`src/hdl/htc_pkg.sv`:
```
// Shared types, constants and helper functions for the homogeneous triangle clipper.
// Holds the transaction structs, outcode names and the vertex order tables.
// No dependencies; every other file but htc_fifo imports this package.
`timescale 1ns / 1ps

package htc_pkg;

	// Fixed geometry of the job.
	localparam int PLANE_COUNT    = 6;
	localparam int EMIT_LIMIT     = 8;
	localparam int T_FRAC         = 16;
	localparam int VTX_COMPONENTS = 4;

	typedef logic signed [31:0] q16_t;
	typedef logic [VTX_COMPONENTS-1:0][31:0] vtx_t;   // [0] x, [1] y, [2] z, [3] w
	typedef vtx_t [2:0] tri_t;
	typedef logic signed [32:0] dist_t;
	typedef logic [2:0] plane_t;
	typedef logic [2:0] code_t;
	typedef logic [2:0] src_t;

	localparam plane_t PLANE_LAST = plane_t'(PLANE_COUNT - 1);
	localparam logic [1:0] LAST_CORNER = 2'd2;

	// Input transaction: one clip-space triangle.
	typedef struct packed {
		q16_t a_x;
		q16_t a_y;
		q16_t a_z;
		q16_t a_w;
		q16_t b_x;
		q16_t b_y;
		q16_t b_z;
		q16_t b_w;
		q16_t c_x;
		q16_t c_y;
		q16_t c_z;
		q16_t c_w;
	} tri_in_t;

	// Output transaction: one vertex of a surviving triangle.
	typedef struct packed {
		q16_t       out_x;
		q16_t       out_y;
		q16_t       out_z;
		q16_t       out_w;
		logic [1:0] corner;
		logic       last_vertex;
		logic       overflowed;
	} vert_out_t;

	// Front-end verdict on a triangle.
	typedef enum logic [1:0] {
		CLS_ACCEPT = 2'd0,
		CLS_REJECT = 2'd1,
		CLS_CLIP   = 2'd2
	} cls_t;

	// Queue entry between the front and the back.
	typedef struct packed {
		tri_t   corners;
		cls_t   cls;
		plane_t plane;
	} job_t;

	// Outcodes: bit j is set when corner j lies outside the plane.
	localparam code_t CODE_KEEP = 3'd0;
	localparam code_t CODE_OUT0 = 3'd1;
	localparam code_t CODE_OUT1 = 3'd2;
	localparam code_t CODE_IN2  = 3'd3;
	localparam code_t CODE_OUT2 = 3'd4;
	localparam code_t CODE_IN1  = 3'd5;
	localparam code_t CODE_IN0  = 3'd6;
	localparam code_t CODE_DROP = 3'd7;

	// Vertex sources when a triangle is written back.
	localparam src_t SRC_V0 = 3'd0;
	localparam src_t SRC_V1 = 3'd1;
	localparam src_t SRC_V2 = 3'd2;
	localparam src_t SRC_P  = 3'd3;
	localparam src_t SRC_Q  = 3'd4;

	// Outside and inside corner of one crossing edge.
	typedef struct packed {
		logic [1:0] o;
		logic [1:0] i;
	} ends_t;

	// Signed distance to a plane: negative means outside.
	function automatic dist_t plane_dist(vtx_t v, plane_t p);
		dist_t c;
		dist_t w;
		c = {v[p[2:1]][31], v[p[2:1]]};
		w = {v[3][31], v[3]};
		return p[0] ? (w + c) : (w - c);
	endfunction

	// Edge used for the first crossing (P) or the second (Q).
	function automatic ends_t cross_ends(code_t code, logic second);
		ends_t e;
		case (code)
			CODE_IN0: e = second ? '{o: 2'd2, i: 2'd0} : '{o: 2'd1, i: 2'd0};
			CODE_IN1: e = second ? '{o: 2'd0, i: 2'd1} : '{o: 2'd2, i: 2'd1};
			CODE_IN2: e = second ? '{o: 2'd1, i: 2'd2} : '{o: 2'd0, i: 2'd2};
			CODE_OUT2: e = second ? '{o: 2'd2, i: 2'd0} : '{o: 2'd2, i: 2'd1};
			CODE_OUT1: e = second ? '{o: 2'd1, i: 2'd2} : '{o: 2'd1, i: 2'd0};
			CODE_OUT0: e = second ? '{o: 2'd0, i: 2'd2} : '{o: 2'd0, i: 2'd1};
			default: e = '{o: 2'd0, i: 2'd0};
		endcase
		return e;
	endfunction

	// Source of corner j of the first or second written triangle.
	function automatic src_t tri_src(code_t code, logic second, logic [1:0] j);
		src_t s0;
		src_t s1;
		src_t s2;
		s0 = SRC_V0;
		s1 = SRC_V1;
		s2 = SRC_V2;
		case (code)
			CODE_IN0: begin
				s0 = SRC_V0; s1 = SRC_P; s2 = SRC_Q;
			end
			CODE_IN1: begin
				s0 = SRC_V1; s1 = SRC_P; s2 = SRC_Q;
			end
			CODE_IN2: begin
				s0 = SRC_V2; s1 = SRC_P; s2 = SRC_Q;
			end
			CODE_OUT2: begin
				s0 = SRC_V0;
				s1 = second ? SRC_P : SRC_V1;
				s2 = second ? SRC_Q : SRC_P;
			end
			CODE_OUT1: begin
				s0 = SRC_V2;
				s1 = second ? SRC_P : SRC_V0;
				s2 = second ? SRC_Q : SRC_P;
			end
			CODE_OUT0: begin
				s0 = SRC_V1;
				s1 = second ? SRC_Q : SRC_V2;
				s2 = second ? SRC_P : SRC_Q;
			end
			default: begin
				s0 = SRC_V0; s1 = SRC_V1; s2 = SRC_V2;
			end
		endcase
		case (j)
			2'd0: return s0;
			2'd1: return s1;
			default: return s2;
		endcase
	endfunction

	// True when one outside corner splits the triangle in two.
	function automatic logic is_split(code_t code);
		return (code == CODE_OUT0) || (code == CODE_OUT1) || (code == CODE_OUT2);
	endfunction

endpackage

```
`src/hdl/htc_front.sv`:
```
// Front of the clipper: registers each triangle and classifies it against the six planes.
// Depends on htc_pkg; feeds the job queue.
`timescale 1ns / 1ps

module htc_front import htc_pkg::*; (
	input  logic    clk,
	input  logic    arst_n,
	input  logic    tri_valid,
	output logic    tri_stall,
	input  tri_in_t tri_data,
	output logic    job_push,
	output job_t    job,
	input  logic    job_full
);
	logic vld_s1;
	tri_t corners_s1;
	logic take;
	logic [PLANE_COUNT-1:0] all_in;
	logic [PLANE_COUNT-1:0] all_out;
	logic found;
	plane_t first_plane;

	assign tri_stall = vld_s1 && job_full;
	assign take = tri_valid && !tri_stall;
	assign job_push = vld_s1 && !job_full;

	// Input stage valid.
	always_ff @(posedge clk or negedge arst_n) begin
		if (!arst_n) begin
			vld_s1 <= 1'b0;
		end else if (take) begin
			vld_s1 <= 1'b1;
		end else if (job_push) begin
			vld_s1 <= 1'b0;
		end
	end

	// Input stage payload, one vertex per corner.
	always_ff @(posedge clk) begin
		if (take) begin
			corners_s1[0] <= {tri_data.a_w, tri_data.a_z, tri_data.a_y, tri_data.a_x};
			corners_s1[1] <= {tri_data.b_w, tri_data.b_z, tri_data.b_y, tri_data.b_x};
			corners_s1[2] <= {tri_data.c_w, tri_data.c_z, tri_data.c_y, tri_data.c_x};
		end
	end

	// Per-plane inside and outside summaries of the three corners.
	always_comb begin
		dist_t d0;
		dist_t d1;
		dist_t d2;
		for (int p = 0; p < PLANE_COUNT; p++) begin
			d0 = plane_dist(corners_s1[0], plane_t'(p));
			d1 = plane_dist(corners_s1[1], plane_t'(p));
			d2 = plane_dist(corners_s1[2], plane_t'(p));
			all_out[p] = d0[32] & d1[32] & d2[32];
			all_in[p] = !(d0[32] | d1[32] | d2[32]);
		end
	end

	// The first plane that touches the triangle decides its class.
	always_comb begin
		found = 1'b0;
		first_plane = '0;
		for (int p = PLANE_COUNT - 1; p >= 0; p--) begin
			if (!all_in[p]) begin
				found = 1'b1;
				first_plane = plane_t'(p);
			end
		end
		job.corners = corners_s1;
		job.plane = first_plane;
		if (!found) begin
			job.cls = CLS_ACCEPT;
		end else if (all_out[first_plane]) begin
			job.cls = CLS_REJECT;
		end else begin
			job.cls = CLS_CLIP;
		end
	end

endmodule

```
`config.mk`:
```
export PLATFORM = sky130hd
export DESIGN_NAME = htc_front
export DESIGN_NICKNAME = d
export VERILOG_FILES = /design/src/hdl/htc_pkg.sv /design/src/hdl/htc_front.sv
export SDC_FILE = /design/constraint.sdc
export NUM_CORES = 1
export LEC_CHECK = 0
export ABC_AREA = 1
export ABC_CLOCK_PERIOD_IN_PS = 35600
export BUFFER_PORTS_ARGS = -buffer_cell sky130_fd_sc_hd__buf_2
export CELL_PAD_IN_SITES_DETAIL_PLACEMENT = 0
export CELL_PAD_IN_SITES_GLOBAL_PLACEMENT = 1
export CORE_AREA = 4 4 298 300
export CTS_CLUSTER_DIAMETER = 120
export CTS_CLUSTER_SIZE = 20
export DETAILED_ROUTE_END_ITERATION = 10
export DIE_AREA = 0 0 302 304
export HOLD_SLACK_MARGIN = 0.03
export PLACE_DENSITY = 0.7
export RECOVER_POWER = 25
export SLEW_MARGIN = 20
export SYNTH_ARGS = -nofsm -noshare
export SYNTH_HDL_FRONTEND = slang
export SYNTH_SLANG_ARGS = --single-unit
```
`constraint.sdc`:
```
create_clock -name clk -period 35.6 [get_ports clk]
set_input_delay 3.56 -clock clk [delete_from_list [all_inputs] [get_ports clk]]
set_output_delay 3.56 -clock clk [all_outputs]
set_load 0.01 [all_outputs]
```
==> flow_metrics.env <==
export IMPL_cts_max_level=1
export IMPL_clock_latency_ns=0.58
export IMPL_cp_common_cell="buf_2"
export IMPL_die_h_um=304
export IMPL_clock_fmax_mhz=133
export IMPL_synth_edff_count=384
export IMPL_cts_tree="built"
export IMPL_ir_worst_vdd_uv=43.0
export IMPL_synth_distinct_cells=44
export IMPL_antenna_found_initial=11
export IMPL_wirelength_um=85400
export IMPL_synth_flop_cell="edfxtp_1"
export IMPL_worst_pin_slew_ns=1.03
export IMPL_rsz0062_at_grt="false"
export IMPL_placed_area_mm2=0.0311
export IMPL_drt_first_pass_iters=5
export IMPL_worstSetupPathType="input pin to output port"
export IMPL_grt_max_degree=80
export IMPL_clockBufferDepth=3
export IMPL_max_slew_margin_pct=31.2
export IMPL_ys_seq_elements=385
export IMPL_worstPathRequired_ns=32.04
export IMPL_cp_end_kind="output port"
export IMPL_ctsResizeCount=0
export IMPL_hold_viol_final=0
export IMPL_syn_num_nets=3492
export IMPL_cts_sinks=385
export IMPL_num_io_pins=779
export IMPL_p_leak_uw=0.0160
export IMPL_max_cap_violations=0
export IMPL_hold_path_class="flip-flop to flip-flop"
export IMPL_cts_made_buffers=24
export IMPL_grt_overflow=0
export IMPL_power_density_mw_per_mm2=34.0
export IMPL_synth_area_mm2=0.0258
export IMPL_worstPathMaxFanout=2
export IMPL_cp_slowest_cell="buf_2"
export IMPL_cts_root_buf="clkbuf_16"
export IMPL_worstPathArrival_ns=3.98
export IMPL_fin_nets=4302
export IMPL_post_cts_buffers=0
export IMPL_yosysTopAreaCellShare_pct=44.8
export IMPL_fin_ws_ns=28.06
export IMPL_ant_nets=0
export IMPL_cp_cell_sequence="buf_2 > nand2_1 > inv_1 > buf_2"
export IMPL_std_cell_rows=108
export IMPL_min_period_ns=7.54
export IMPL_setup_viol=0
export IMPL_fin_crit_sh_pct=21.2
export IMPL_start_kind="input pin"
export IMPL_die_area_mm2=0.0918
export IMPL_portBuffers=778
export IMPL_stdcell_area_mm2=0.0319
export IMPL_skew_ns=0.0135
export IMPL_grt_usage_pct=17.8
export IMPL_drive_gt1_share_pct=25.3
export IMPL_status="finished clean"
export IMPL_synthCells=2546
export IMPL_grt_pass1_wl_um=123000
export IMPL_drt_iter0_markers=1052
export IMPL_final_cells=4531
export IMPL_ys_warn_count=0
export IMPL_cts_clk_slew_worst_paths_ns=0.08
export IMPL_dr_wl_met2_um=42900
export IMPL_wl_per_cell_um=18.8
export IMPL_vias=20039
export IMPL_pre_cts_slack_ns=28.06
export IMPL_synth_seq_area_share_pct=44.9
export IMPL_cpPeakStageDelay_ns=0.15
export IMPL_die_w_um=302
export IMPL_timing_hold_ws_ns=0.507
export IMPL_vias_per_cell=4.42
export IMPL_initial_core_util_pct=29.9
export IMPL_async_flop_share_pct=0.260
export IMPL_finalSetupTns_ns=0
export IMPL_place_congestion=0.836
export IMPL_area_growth_pct=23.8
export IMPL_met1Wirelength_um=35500
export IMPL_cts_hold_buf=0
export IMPL_dp_cells=4485
export IMPL_synth_area_leaders="edfxtp_1, ha_1, inv_1"
export IMPL_yosys_area_top_type="edfxtp_1"
export IMPL_wl_met3_um=5200
export IMPL_top_layer_used="met5"
export IMPL_core_mm2=0.0862
export IMPL_drc_errors=0
export IMPL_drv_slew=0
export IMPL_hpwl_um=72400
export IMPL_syn_avg_cell_area_um2=10.1
export IMPL_grt_pass1_vias=19833
kinds of logic after synthesis:
| group | after synthesis | synth area share [%] |
|---|---|---|
| compound gates | 397 | 8.39 |
| simple gates | 716 | 12.5 |
| fa+ha+maj | 558 | 27.1 |
| buf+inv | 490 | 7.14 |
| flops | 385 | 44.9 |
flip-flops by register name (all words and copies together) (netlist names):
register / flops
vld_s1: 1
job: 384
critical path: cells and delay by family:
| family | cells | cell delay, ns |
|---|---|---|
| buffers and inverters | 3 | 0.35 |
| AND/OR/NAND/NOR | 1 | 0.07 |
cells in the mapped netlist (4+ instances only):
| cell | count |
|---|---|
| ha_1 | 558 |
| o21bai_1 | 17 |
| nand3_1 | 60 |
| o21ai_1 | 20 |
| nand2_1 | 336 |
| nand2_2 | 4 |
| o31ai_1 | 10 |
| nor3_2 | 10 |
| nor4_1 | 31 |
| a21oi_1 | 251 |
| nand4_1 | 24 |
| or2_1 | 17 |
| nor2_1 | 171 |
| edfxtp_1 | 384 |
| inv_1 | 480 |
| nor3_1 | 30 |
| or2_2 | 5 |
| o21ai_0 | 58 |
| inv_2 | 10 |
| o211ai_1 | 13 |
| nand3b_1 | 6 |
| a211oi_1 | 5 |
| o21a_1 | 8 |
final timing paths:
| kind | depth (start not counted) | end | slack, ns | startpoint |
|---|---|---|---|---|
| max | 4 | tri_stall | 28.06 | job_full |
| min | 2 | vld_s1 | 0.51 | vld_s1 |
| max reg2reg | 6 | job[338] | 32.29 | vld_s1 |
| min reg2reg | 2 | vld_s1 | 0.51 | vld_s1 |
| max in group asynchronous | 1 | vld_s1 | 32.70 | arst_n |
| min in group asynchronous | 1 | vld_s1 | 2.76 | arst_n |
cell type report:
type	count	area (um^2)
clock buffers	36	677
well taps	1155	1450
multi-input cells	1671	12400
fillers	8887	54300
diodes	7	17.5
clock inverters	3	61.3
inverters	490	1840
repair buffers	784	3940
flip-flops and latches	385	11600
stage by stage:
stage / power, uW / utilization [%]
floorplan: 712 / -
detailed placement: 803 / 36.1
global route: 1160 / 37.0
global placement: 802 / 36.1
finish: 1090 / 37.0
CTS: 1110 / 37.0
routing by layer:
layer | GRT usage, % | vias to the layer above
met5 | 0 | -
met4 | 3.70 | 8
met3 | 3.76 | 69
met2 | 32.3 | 530
met1 | 21.7 | 9231
li1 | - | 10201
cells in the final DEF, fill, tap and decap left out, types with 31 or more instances in the layout:
master,netlist,routed
edfxtp_1,384,384
nand3_1,60,60
nand2_1,336,336
buf_2,0,775
inv_1,480,480
o21ai_0,58,58
nor4_1,31,31
nor2_1,171,170
a21oi_1,251,251
ha_1,558,558
power by group:
group | internal (uW) | leakage (uW) | switching, uW | total (uW)
clock network | 141 | 0.000357 | 157 | 297
logic | 88.7 | 0.0119 | 131 | 220
registers | 531 | 0.00367 | 38.4 | 569
total | 760 | 0.0160 | 326 | 1090
Power figures use the tool's default switching activity.
