**src/hdl/htc_fifo.sv**
```systemverilog
// Two-entry queue that decouples the classifying front from the clipping back.
// Generic over the entry width; no package dependencies.
`timescale 1ns / 1ps

module htc_fifo #(
	parameter int WIDTH = 8
) (
	input  logic             clk,
	input  logic             arst_n,
	input  logic             push,
	input  logic [WIDTH-1:0] wdata,
	output logic             full,
	input  logic             pop,
	output logic [WIDTH-1:0] rdata,
	output logic             nonempty
);
	localparam int DEPTH = 2;
	localparam int PW = $clog2(DEPTH);
	localparam int NW = $clog2(DEPTH + 1);

	logic [WIDTH-1:0] slot_q [DEPTH];
	logic [PW-1:0] wr_ptr_q;
	logic [PW-1:0] rd_ptr_q;
	logic [NW-1:0] cnt_q;

	assign full = (cnt_q == NW'(DEPTH));
	assign nonempty = (cnt_q != '0);
	assign rdata = slot_q[rd_ptr_q];

	// Pointers and fill level.
	always_ff @(posedge clk or negedge arst_n) begin
		if (!arst_n) begin
			wr_ptr_q <= '0;
			rd_ptr_q <= '0;
			cnt_q <= '0;
		end else begin
			if (push) begin
				wr_ptr_q <= wr_ptr_q + PW'(1);
			end
			if (pop) begin
				rd_ptr_q <= rd_ptr_q + PW'(1);
			end
			if (push && !pop) begin
				cnt_q <= cnt_q + NW'(1);
			end else if (pop && !push) begin
				cnt_q <= cnt_q - NW'(1);
			end
		end
	end

	// Entry storage.
	always_ff @(posedge clk) begin
		if (push) begin
			slot_q[wr_ptr_q] <= wdata;
		end
	end

endmodule

```
**config.mk**
```make
export PLATFORM = sky130hd
export DESIGN_NAME = htc_fifo
export DESIGN_NICKNAME = d
export VERILOG_FILES = /design/src/hdl/htc_fifo.sv
export SDC_FILE = /design/constraint.sdc
export NUM_CORES = 1
export LEC_CHECK = 0
export BUFFER_PORTS_ARGS = -buffer_cell sky130_fd_sc_hd__buf_4
export CORE_MARGIN = 5
export CORE_UTILIZATION = 34
export CTS_CLUSTER_SIZE = 12
export DETAILED_ROUTE_END_ITERATION = 7
export PLACE_DENSITY = 0.55
export SYNTH_ARGS = -nofsm -noshare
export SYNTH_HDL_FRONTEND = slang
export SYNTH_SLANG_ARGS = --single-unit
```
**constraint.sdc**
```tcl
create_clock -name clk -period 1.2 [get_ports clk]
set_input_delay 0.24 -clock clk [delete_from_list [all_inputs] [get_ports clk]]
set_output_delay 0.24 -clock clk [all_outputs]
set_load 0.005 [all_outputs]
```
==> results of run 1 <==
## flip-flops by register name, indices dropped and copies added (netlist names)
name	flops
cnt_q	2
slot_q	16
wr_ptr_q	1
rd_ptr_q	1
## layer usage
| layer | vias to the layer above | routed length [um] | track usage |
|---|---|---|---|
| li1 | 213 | - | - |
| met1 | 202 | 562 | 0.100 |
| met2 | 15 | 609 | 0.132 |
| met3 | 0 | 98 | 0.0468 |
| met4 | 0 | 0 | 0 |
| met5 | - | 0 | 0 |
## power by group through the flow
stage / Sequential [mW] / Combinational, mW / Clock (mW)
global placement: 1.08 / 0.670 / 0
global route: 1.06 / 1.12 / 0.368
finish: 1.03 / 1.05 / 0.305
floorplan: 1.02 / 0.401 / 0
CTS: 1.03 / 0.839 / 0.320
detailed placement: 1.08 / 0.673 / 0
## cell type report
cell class | instances | share of cell area
flip-flops and latches | 20 | 0.522
repair buffers | 30 | 0.238
multi-input cells | 19 | 0.182
well taps | 28 | 0.0314
clock buffers | 3 | 0.0202
clock inverters | 1 | 0.00337
inverters | 1 | 0.00337
## metrics by stage
step	instance area (um^2)	hold slack [ns]	worst slack, ns	util
5_1_grt	1110	0.0974	-0.367	0.509
2_1_floorplan	773	-0.0556	0.0383	-
3_3_place_gp	977	0.0419	-0.104	0.446
3_5_place_dp	977	0.0398	-0.107	0.446
4_1_cts	1040	0.108	-0.314	0.476
6_report	1110	0.117	-0.313	0.509
## cell usage in the layout (no fill, tap or decap), drive strengths merged
cell type     n
clkbuf        3
inv           1
mux2          8
and2          1
edfxtp       16
clkinv        1
nor2          1
buf          29
or2           1
dlygate4sd3   1
ha            1
nor2b         1
dfrtp         4
xor2          4
xnor2         1
and2b         1
## timing repair
action,in CTS,in global routing
cloned,0,0
endpoints found under the setup margin,10,10
hold endpoints to repair,4,0
buffers inserted,2,3
hold buffers,1,0
gates resized for setup,6,13
## kinds of logic (layout without fill, tap and decap cells)
group,count (synthesis),in the layout,share of synthesized area
xor gates and xnor gates,5,5,0.0566
buffers and inverters,2,35,0.0194
muxes,8,8,0.117
DFF,20,20,0.751
and+or+nand+nor,5,5,0.0405
adders and majority gates,1,1,0.0162
## worst max-delay path, stage by stage, from the launching register on
cell and delay, ns:
dfrtp_2 0.43, buf_6 0.14, mux2_4 0.30, buf_6 0.12
## worst paths after layout
check | from | to | slack (ns)
max | rd_ptr_q$_DFFE_PN0P_ | rdata[0] | -0.31
min | pop | rd_ptr_q$_DFFE_PN0P_ | 0.12
max reg2reg | wr_ptr_q$_DFFE_PN0P_ | slot_q[1][5]$_DFFE_PP_ | 0.09
min reg2reg | wr_ptr_q$_DFFE_PN0P_ | wr_ptr_q$_DFFE_PN0P_ | 0.49
max in group asynchronous | arst_n | rd_ptr_q$_DFFE_PN0P_ | 0.83
min in group asynchronous | arst_n | wr_ptr_q$_DFFE_PN0P_ | 0.26
==> results.tsv, run 1 <==
metric	value	unit
Yosys top cell area share	0.621	
asr flop ratio synth	0.200	
final setup fails	10	
root buffer cell	clkbuf_4	
Fmax	661	MHz
Core Area	2190	um^2
deepest clock path buffer count	2	
Comb power frac	0.440	
Worst slew margin	0.727	
Sequential cell area	582	um^2
max-slew violations	0	
clk_skew	0.00209	ns
worst hold path class	input pin to register	
status	finished with violations	
Multi-input gate area	203	um^2
Starting DRT DRC Count	1	
Arrival @ worst endpoint	1.27	ns
Clock Power Share	0.128	
Clock Sink Count	20	
I/O pin cnt	22	
via/cell ratio	4.22	
final cell count without fillers	102	
Yosys top cell by area	edfxtp_1	
synthesized instance count	41	
PortBufs	21	
cts bufs inserted	3	
Sw Pwr	0.618	mW
initial antenna violation count	0	
Synth top cells by count	edfxtp_1, mux2_2, dfrtp_1, xor2_1	
Tmin final	1.51	ns
most area-consuming cells after synthesis	edfxtp_1, dfrtp_1, mux2_2, xor2_1, ha_1	
Initial Utilization	0.353	
sequential fraction of the synthesis area	0.751	
Synth Area per Inst	18.9	um^2
required time of the critical path	0.96	ns
largest net degree at the start of global routing	12	
WL per Instance	12.5	um
final worst slack	-0.313	ns
clock transition at the registers of the reported paths	0.10	ns
worst vdd ir	1.27	mV
placed cell count	92	
CTS tree	done	
setup total negative slack	-2.60	ns
Critical Path Sink Type	output pin	
P_int	1.76	mW
total power	2.38	mW
Row Count	17	
gr ovfl total	0	
R2R cell count	1	
Total Routing Usage GR	0.0812	
sequential share of power	0.432	
Top FF cell, synth	edfxtp_1	
Synth Net Count	54	
antenna-violating nets left	0	
Die X	57.7	um
Syn-to-layout area delta	44.2	%
Post-synth EDFFs	16	
first-pass GRT wire length	2040	um
Seq cells post-synth	20	
Pre-antenna DRT Iters	2	
Sw Ratio	0.260	
max cap viols	0	
Filler cells	196	
mapped cell area	773	um^2
final period utilization	1.26	
Layout Nets	88	
cell with the most instances after synthesis	edfxtp_1	
RSZ-0062 raised after global routing	yes	
die height	57.7	um
vias in the first global route	463	
die area	3330	um^2
Ys Warns	0	
ant diodes	0	
Post-DP HPWL	846	um
Worst Path Max Fanout	5	
GP Congestion	0.607	
CP Launch Type	register	
violated checks	negative setup slack	
leak pwr	0.474	nW
clock latency on the worst-skew pair	0.28	ns
Worst Setup Path Type	register to output pin	
final hold violation count	0	
Power Dens Cells	2140	nW/um^2
pin slew with the least headroom to its limit	0.410	ns
Hold Crit Depth	2	
total number of vias	430	
layout cell share with drive strength beyond 1	0.581	
DRC Markers	0	
CTS HTree Levels	1	
synth unique cells	13	
DRT Wirelength	1270	um
No activity file was read; power rests on OpenSTA's default activity.
==> inputs of run 2 (changes only) <==
Settings changed: SKIP_LAST_GASP set to 1.
==> run 2 against run 1 <==
  * The flow still finishes with violations (negative setup slack)
  * Core utilization down 0.17 points
  * Clock power about the same
  * Hold slack barely moved
  * Sequential share of layout area is 0.18 points higher
  * Die area stayed put
  * Clock skew is essentially flat
  * Critical path depth did not move
  * Setup slack barely moved
  * Design area shrank 0.34%
==> results.tsv, run 2 (synthesis gave the netlist of run 1 again) <==
metric	value	unit	change
final worst slack	-0.313	ns	-0.00000100 ns
Worst path top cell family by delay	flip-flops		
Pre-antenna DRT Iters	2		unchanged
final setup fails	10		unchanged
GP Congestion	0.607		unchanged
antenna-violating nets left	0		unchanged
deepest clock path buffer count	2		unchanged
layout cell share with drive strength beyond 1	0.581		unchanged
Worst Path Max Fanout	5		unchanged
Syn-to-layout area delta	43.7	%	
total number of vias	430		unchanged
Worst Setup Path Type	register to output pin		
worst hold path class	input pin to register		
max reg flops	16		unchanged
RSZ-0062 raised after global routing	yes		
Power Dens Cells	2130	nW/um^2	-0.24%
Core Area	2190	um^2	unchanged
vias in the first global route	457		-1.3%
clock transition at the registers of the reported paths	0.10	ns	about the same
Most flops, register	slot_q		
CTS tree	done		
cts bufs inserted	3		unchanged
max-slew violations	0		unchanged
status	finished with violations		
final hold violation count	0		unchanged
Row Count	17		unchanged
setup total negative slack	-2.61	ns	-0.0120 ns
PortBufs	21		unchanged
worst vdd ir	1.20	mV	-5.2%
leak pwr	0.473	nW	-0.32%
clock latency on the worst-skew pair	0.28	ns	about the same
post-route core utilization	0.507		-0.00171
total power	2.37	mW	-0.58%
CP Launch Type	register		
largest net degree at the start of global routing	12		unchanged
WL per Instance	12.4	um	about the same
crit path from	rd_ptr_q$_DFFE_PN0P_		
Worst slew margin	0.727		unchanged
most frequent cells in the layout	buf_4, edfxtp_1, buf_6		
Initial Utilization	0.353		unchanged
top flop regs	slot_q (16), cnt_q (2)		
die height	57.7	um	unchanged
dpl ws	-0.107	ns	unchanged
clk_skew	0.00209	ns	+0.000000520 ns
Fmax	661	MHz	about the same
commonest non-fill, non-tap cell in the layout	buf_4		
Die X	57.7	um	unchanged
die area	3330	um^2	unchanged
worst hold slack	0.117	ns	+0.00000600 ns
CP Cell Sequence	buf_6 > mux2_4 > buf_6		
final cell count without fillers	102		unchanged
CP max stage delay	0.43	ns	about the same
initial antenna violation count	0		unchanged
Post-DP HPWL	846	um	unchanged
Starting DRT DRC Count	1		unchanged
max cap viols	0		unchanged
CTS HTree Levels	1		unchanged
Clock Sink Count	20		unchanged
pin slew with the least headroom to its limit	0.410	ns	unchanged
hold_sp	pop		
violated checks	negative setup slack		
Slowest cell on crit path	dfrtp_2		
I/O pin cnt	22		unchanged
via/cell ratio	4.22		unchanged
post-route design area	1110	um^2	-0.34%
required time of the critical path	0.96	ns	about the same
Placed Area	977	um^2	unchanged
DRT Wirelength	1270	um	about the same
Tmin final	1.51	ns	+0.00000100 ns
Total Routing Usage GR	0.0807		-0.000466
DRC Markers	0		unchanged
gr ovfl total	0		unchanged
placed cell count	92		unchanged
final period utilization	1.26		about the same
first-pass GRT wire length	2020	um	-0.69%
Critical Path Sink Type	output pin		
Buf/Inv on CP	2		unchanged
CP most frequent cell	buf_6		
ant diodes	0		unchanged
root buffer cell	clkbuf_4		
Layout Nets	88		unchanged
Arrival @ worst endpoint	1.27	ns	about the same
RR Startpoint	wr_ptr_q$_DFFE_PN0P_		
## run 2: path summary, 6_finish.rpt
| check | to | slack, ns | cells past startpoint |
|---|---|---|---|
| max in group asynchronous | rd_ptr_q$_DFFE_PN0P_ | 0.83 | 2 |
| min | rd_ptr_q$_DFFE_PN0P_ | 0.12 | 2 |
| max reg2reg | slot_q[1][5]$_DFFE_PP_ | 0.09 | 1 |
| min reg2reg | wr_ptr_q$_DFFE_PN0P_ | 0.49 | 1 |
| max | rdata[0] | -0.31 | 3 |
| min in group asynchronous | wr_ptr_q$_DFFE_PN0P_ | 0.26 | 2 |
## run 2: report_power, final
group	total, mW	internal [mW]	switching, mW
Sequential	1.03	0.946	0.0823
Clock	0.305	0.121	0.184
Combinational	1.04	0.687	0.349
## run 2: repair_timing
item,CTS,global route
gates resized for setup,5,13
hold endpoints to repair,4,0
hold buffers,1,0
cloned,0,0
setup buffers,2,3
setup endpoints to repair,10,10
## run 2: cell type report
| class | instances | area [um^2] |
|---|---|---|
| Sequential cell | 20 | 582 |
| Clock inverter | 1 | 3.75 |
| Clock buffer | 3 | 22.5 |
| Inverter | 1 | 3.75 |
| Timing Repair Buffer | 30 | 262 |
| Fill cell | 197 | 1080 |
| Multi-Input combinational cell | 19 | 203 |
| Tap cell | 28 | 35.0 |
## run 2: metal layers
| layer | wire length [um] | vias to the layer above | GRT usage |
|---|---|---|---|
| met4 | 0 | 0 | 0 |
| met3 | 104 | 0 | 0.0468 |
| met5 | 0 | - | 0 |
| met2 | 609 | 15 | 0.132 |
| li1 | - | 213 | - |
| met1 | 556 | 202 | 0.0986 |
==> inputs of run 3 (changes only) <==
Settings changed: CTS_CLUSTER_SIZE 12 to 28, GPL_TIMING_DRIVEN set to 0.
==> run 3 against run 2 <==
  * The run still ends with negative setup slack left
  * Via count unchanged
  * Total power increased by 11%
  * Count of clock-buffer cells in the layout unchanged
  * Routed wire length increased by 1.8%
  * Non-clock buffer count decreased by 3
  * Fmax decreased by 0.88%
  * Hold slack got worse by 0.0046 ns
  * Core utilization increased by 1.3 points
  * Die area unchanged
  * Sequential share of layout area decreased by 1.4 points
  * Largest power group unchanged
  * Highest routed layer unchanged
==> results.tsv, run 3 (synthesis gave the netlist of run 1 again) <==
metric	value	unit	change
status	finished with violations		
violated checks	negative setup slack		
CP max stage delay	0.42	ns	about the same
layout cell share with drive strength beyond 1	0.577		-0.00362
worst vdd ir	1.12	mV	-6.6%
clock latency on the worst-skew pair	0.30	ns	+0.02 ns
Critical Path Sink Type	output pin		
I/O pin cnt	22		unchanged
most frequent cells in the layout	edfxtp_1, buf_4, buf_6		
Starting DRT DRC Count	3		+2
Row Count	17		unchanged
Initial Utilization	0.353		unchanged
max reg flops	16		unchanged
clock transition at the registers of the reported paths	0.11	ns	about the same
die height	57.7	um	unchanged
via/cell ratio	4.34		+3.0%
Worst path top cell family by delay	flip-flops		
deepest clock path buffer count	2		unchanged
post-route design area	1140	um^2	+2.6%
die area	3330	um^2	unchanged
worst hold path class	input pin to register		
Total Routing Usage GR	0.0882		+0.00754
final cell count without fillers	99		-2.9%
Fmax	655	MHz	-0.88%
Die X	57.7	um	unchanged
final hold violation count	0		unchanged
Worst Path Max Fanout	5		unchanged
Slowest cell on crit path	dfrtp_1		
CP most frequent cell	buf_6		
RSZ-0062 raised after global routing	yes		
Placed Area	966	um^2	-1.2%
total number of vias	430		unchanged
worst hold slack	0.113	ns	-0.00462 ns
CTS HTree Levels	1		unchanged
PortBufs	21		unchanged
dpl ws	-0.175	ns	-0.0677 ns
Pre-antenna DRT Iters	4		+2
max cap viols	0		unchanged
initial antenna violation count	0		unchanged
gr ovfl total	0		unchanged
final period utilization	1.27		+0.0112
leak pwr	0.489	nW	+3.4%
vias in the first global route	484		+5.9%
total power	2.62	mW	+11%
CTS tree	done		
WL per Instance	13.1	um	+4.9%
Tmin final	1.53	ns	+0.0134 ns
Power Dens Cells	2300	nW/um^2	+8.0%
antenna-violating nets left	0		unchanged
Layout Nets	85		-3.4%
Syn-to-layout area delta	47.4	%	
max-slew violations	0		unchanged
CP Launch Type	register		
Clock Sink Count	20		unchanged
GP Congestion	0.598		-1.5%
first-pass GRT wire length	2170	um	+7.5%
ant diodes	0		unchanged
DRC Markers	0		unchanged
cts bufs inserted	3		unchanged
Core Area	2190	um^2	unchanged
required time of the critical path	0.96	ns	about the same
Most flops, register	slot_q		
Post-DP HPWL	879	um	+3.9%
commonest non-fill, non-tap cell in the layout	edfxtp_1		
clk_skew	0.00189	ns	-0.000200 ns
root buffer cell	clkbuf_4		
Buf/Inv on CP	2		unchanged
pin slew with the least headroom to its limit	0.398	ns	-0.0122 ns
Worst Setup Path Type	register to output pin		
final worst slack	-0.326	ns	-0.0134 ns
final setup fails	10		unchanged
largest net degree at the start of global routing	13		+1
CP Cell Sequence	buf_6 > mux2_4 > buf_6		
DRT Wirelength	1290	um	+1.8%
placed cell count	90		-2.2%
Arrival @ worst endpoint	1.29	ns	+0.02 ns
Worst slew margin	0.735		+0.00816
top flop regs	slot_q (16), cnt_q (2)		
[run 3: stage by stage]
stage | TNS, ns | utilization
6_report | -2.72 | 0.520
5_1_grt | -3.49 | 0.520
4_1_cts | -2.85 | 0.485
3_5_place_dp | -1.40 | 0.441
3_3_place_gp | -1.53 | 0.441
2_1_floorplan | 0 | -
[run 3: worst paths after layout]
check / start / to / slack [ns] / depth (start not counted)
max: rd_ptr_q$_DFFE_PN0P_ / rdata[3] / -0.33 / 3
min: pop / rd_ptr_q$_DFFE_PN0P_ / 0.11 / 2
max reg2reg: wr_ptr_q$_DFFE_PN0P_ / slot_q[1][5]$_DFFE_PP_ / 0.04 / 1
min reg2reg: wr_ptr_q$_DFFE_PN0P_ / wr_ptr_q$_DFFE_PN0P_ / 0.55 / 1
max in group asynchronous: arst_n / cnt_q[0]$_DFFE_PN0P_ / 0.84 / 2
min in group asynchronous: arst_n / wr_ptr_q$_DFFE_PN0P_ / 0.26 / 2
[run 3: report_power, final]
group	switching (mW)	internal [mW]	total, mW	leakage, nW
sequential	0.0890	0.943	1.03	0.197
clock	0.206	0.337	0.544	0.0279
combinational	0.354	0.695	1.05	0.264
[run 3: layer usage]
metal  global-route usage  vias to the layer above  part of all wire
li1                     -                      209                 -
met1                0.106                      206              0.46
met2                0.135                       15              0.47
met3               0.0401                        0             0.066
met4               0.0397                        0                 0
met5                    0                        -                 0
[run 3: timing repair]
item / in CTS / in global routing
setup endpoints to repair: 18 / 13
gates resized for setup: 4 / 19
buffers inserted: 3 / 0
hold endpoints to repair: 4 / 0
pin swaps: 1 / 1
cloned: 0 / 1
hold buffers: 1 / 0
[run 3: cell type report]
type	count	area, um^2
clock inverters	1	30.0
fillers	200	1050
clock buffers	3	22.5
inverters	1	3.75
flip-flops and latches	20	581
multi-input cells	19	218
repair buffers	26	239
well taps	28	35.0
plain buffers	1	11.3
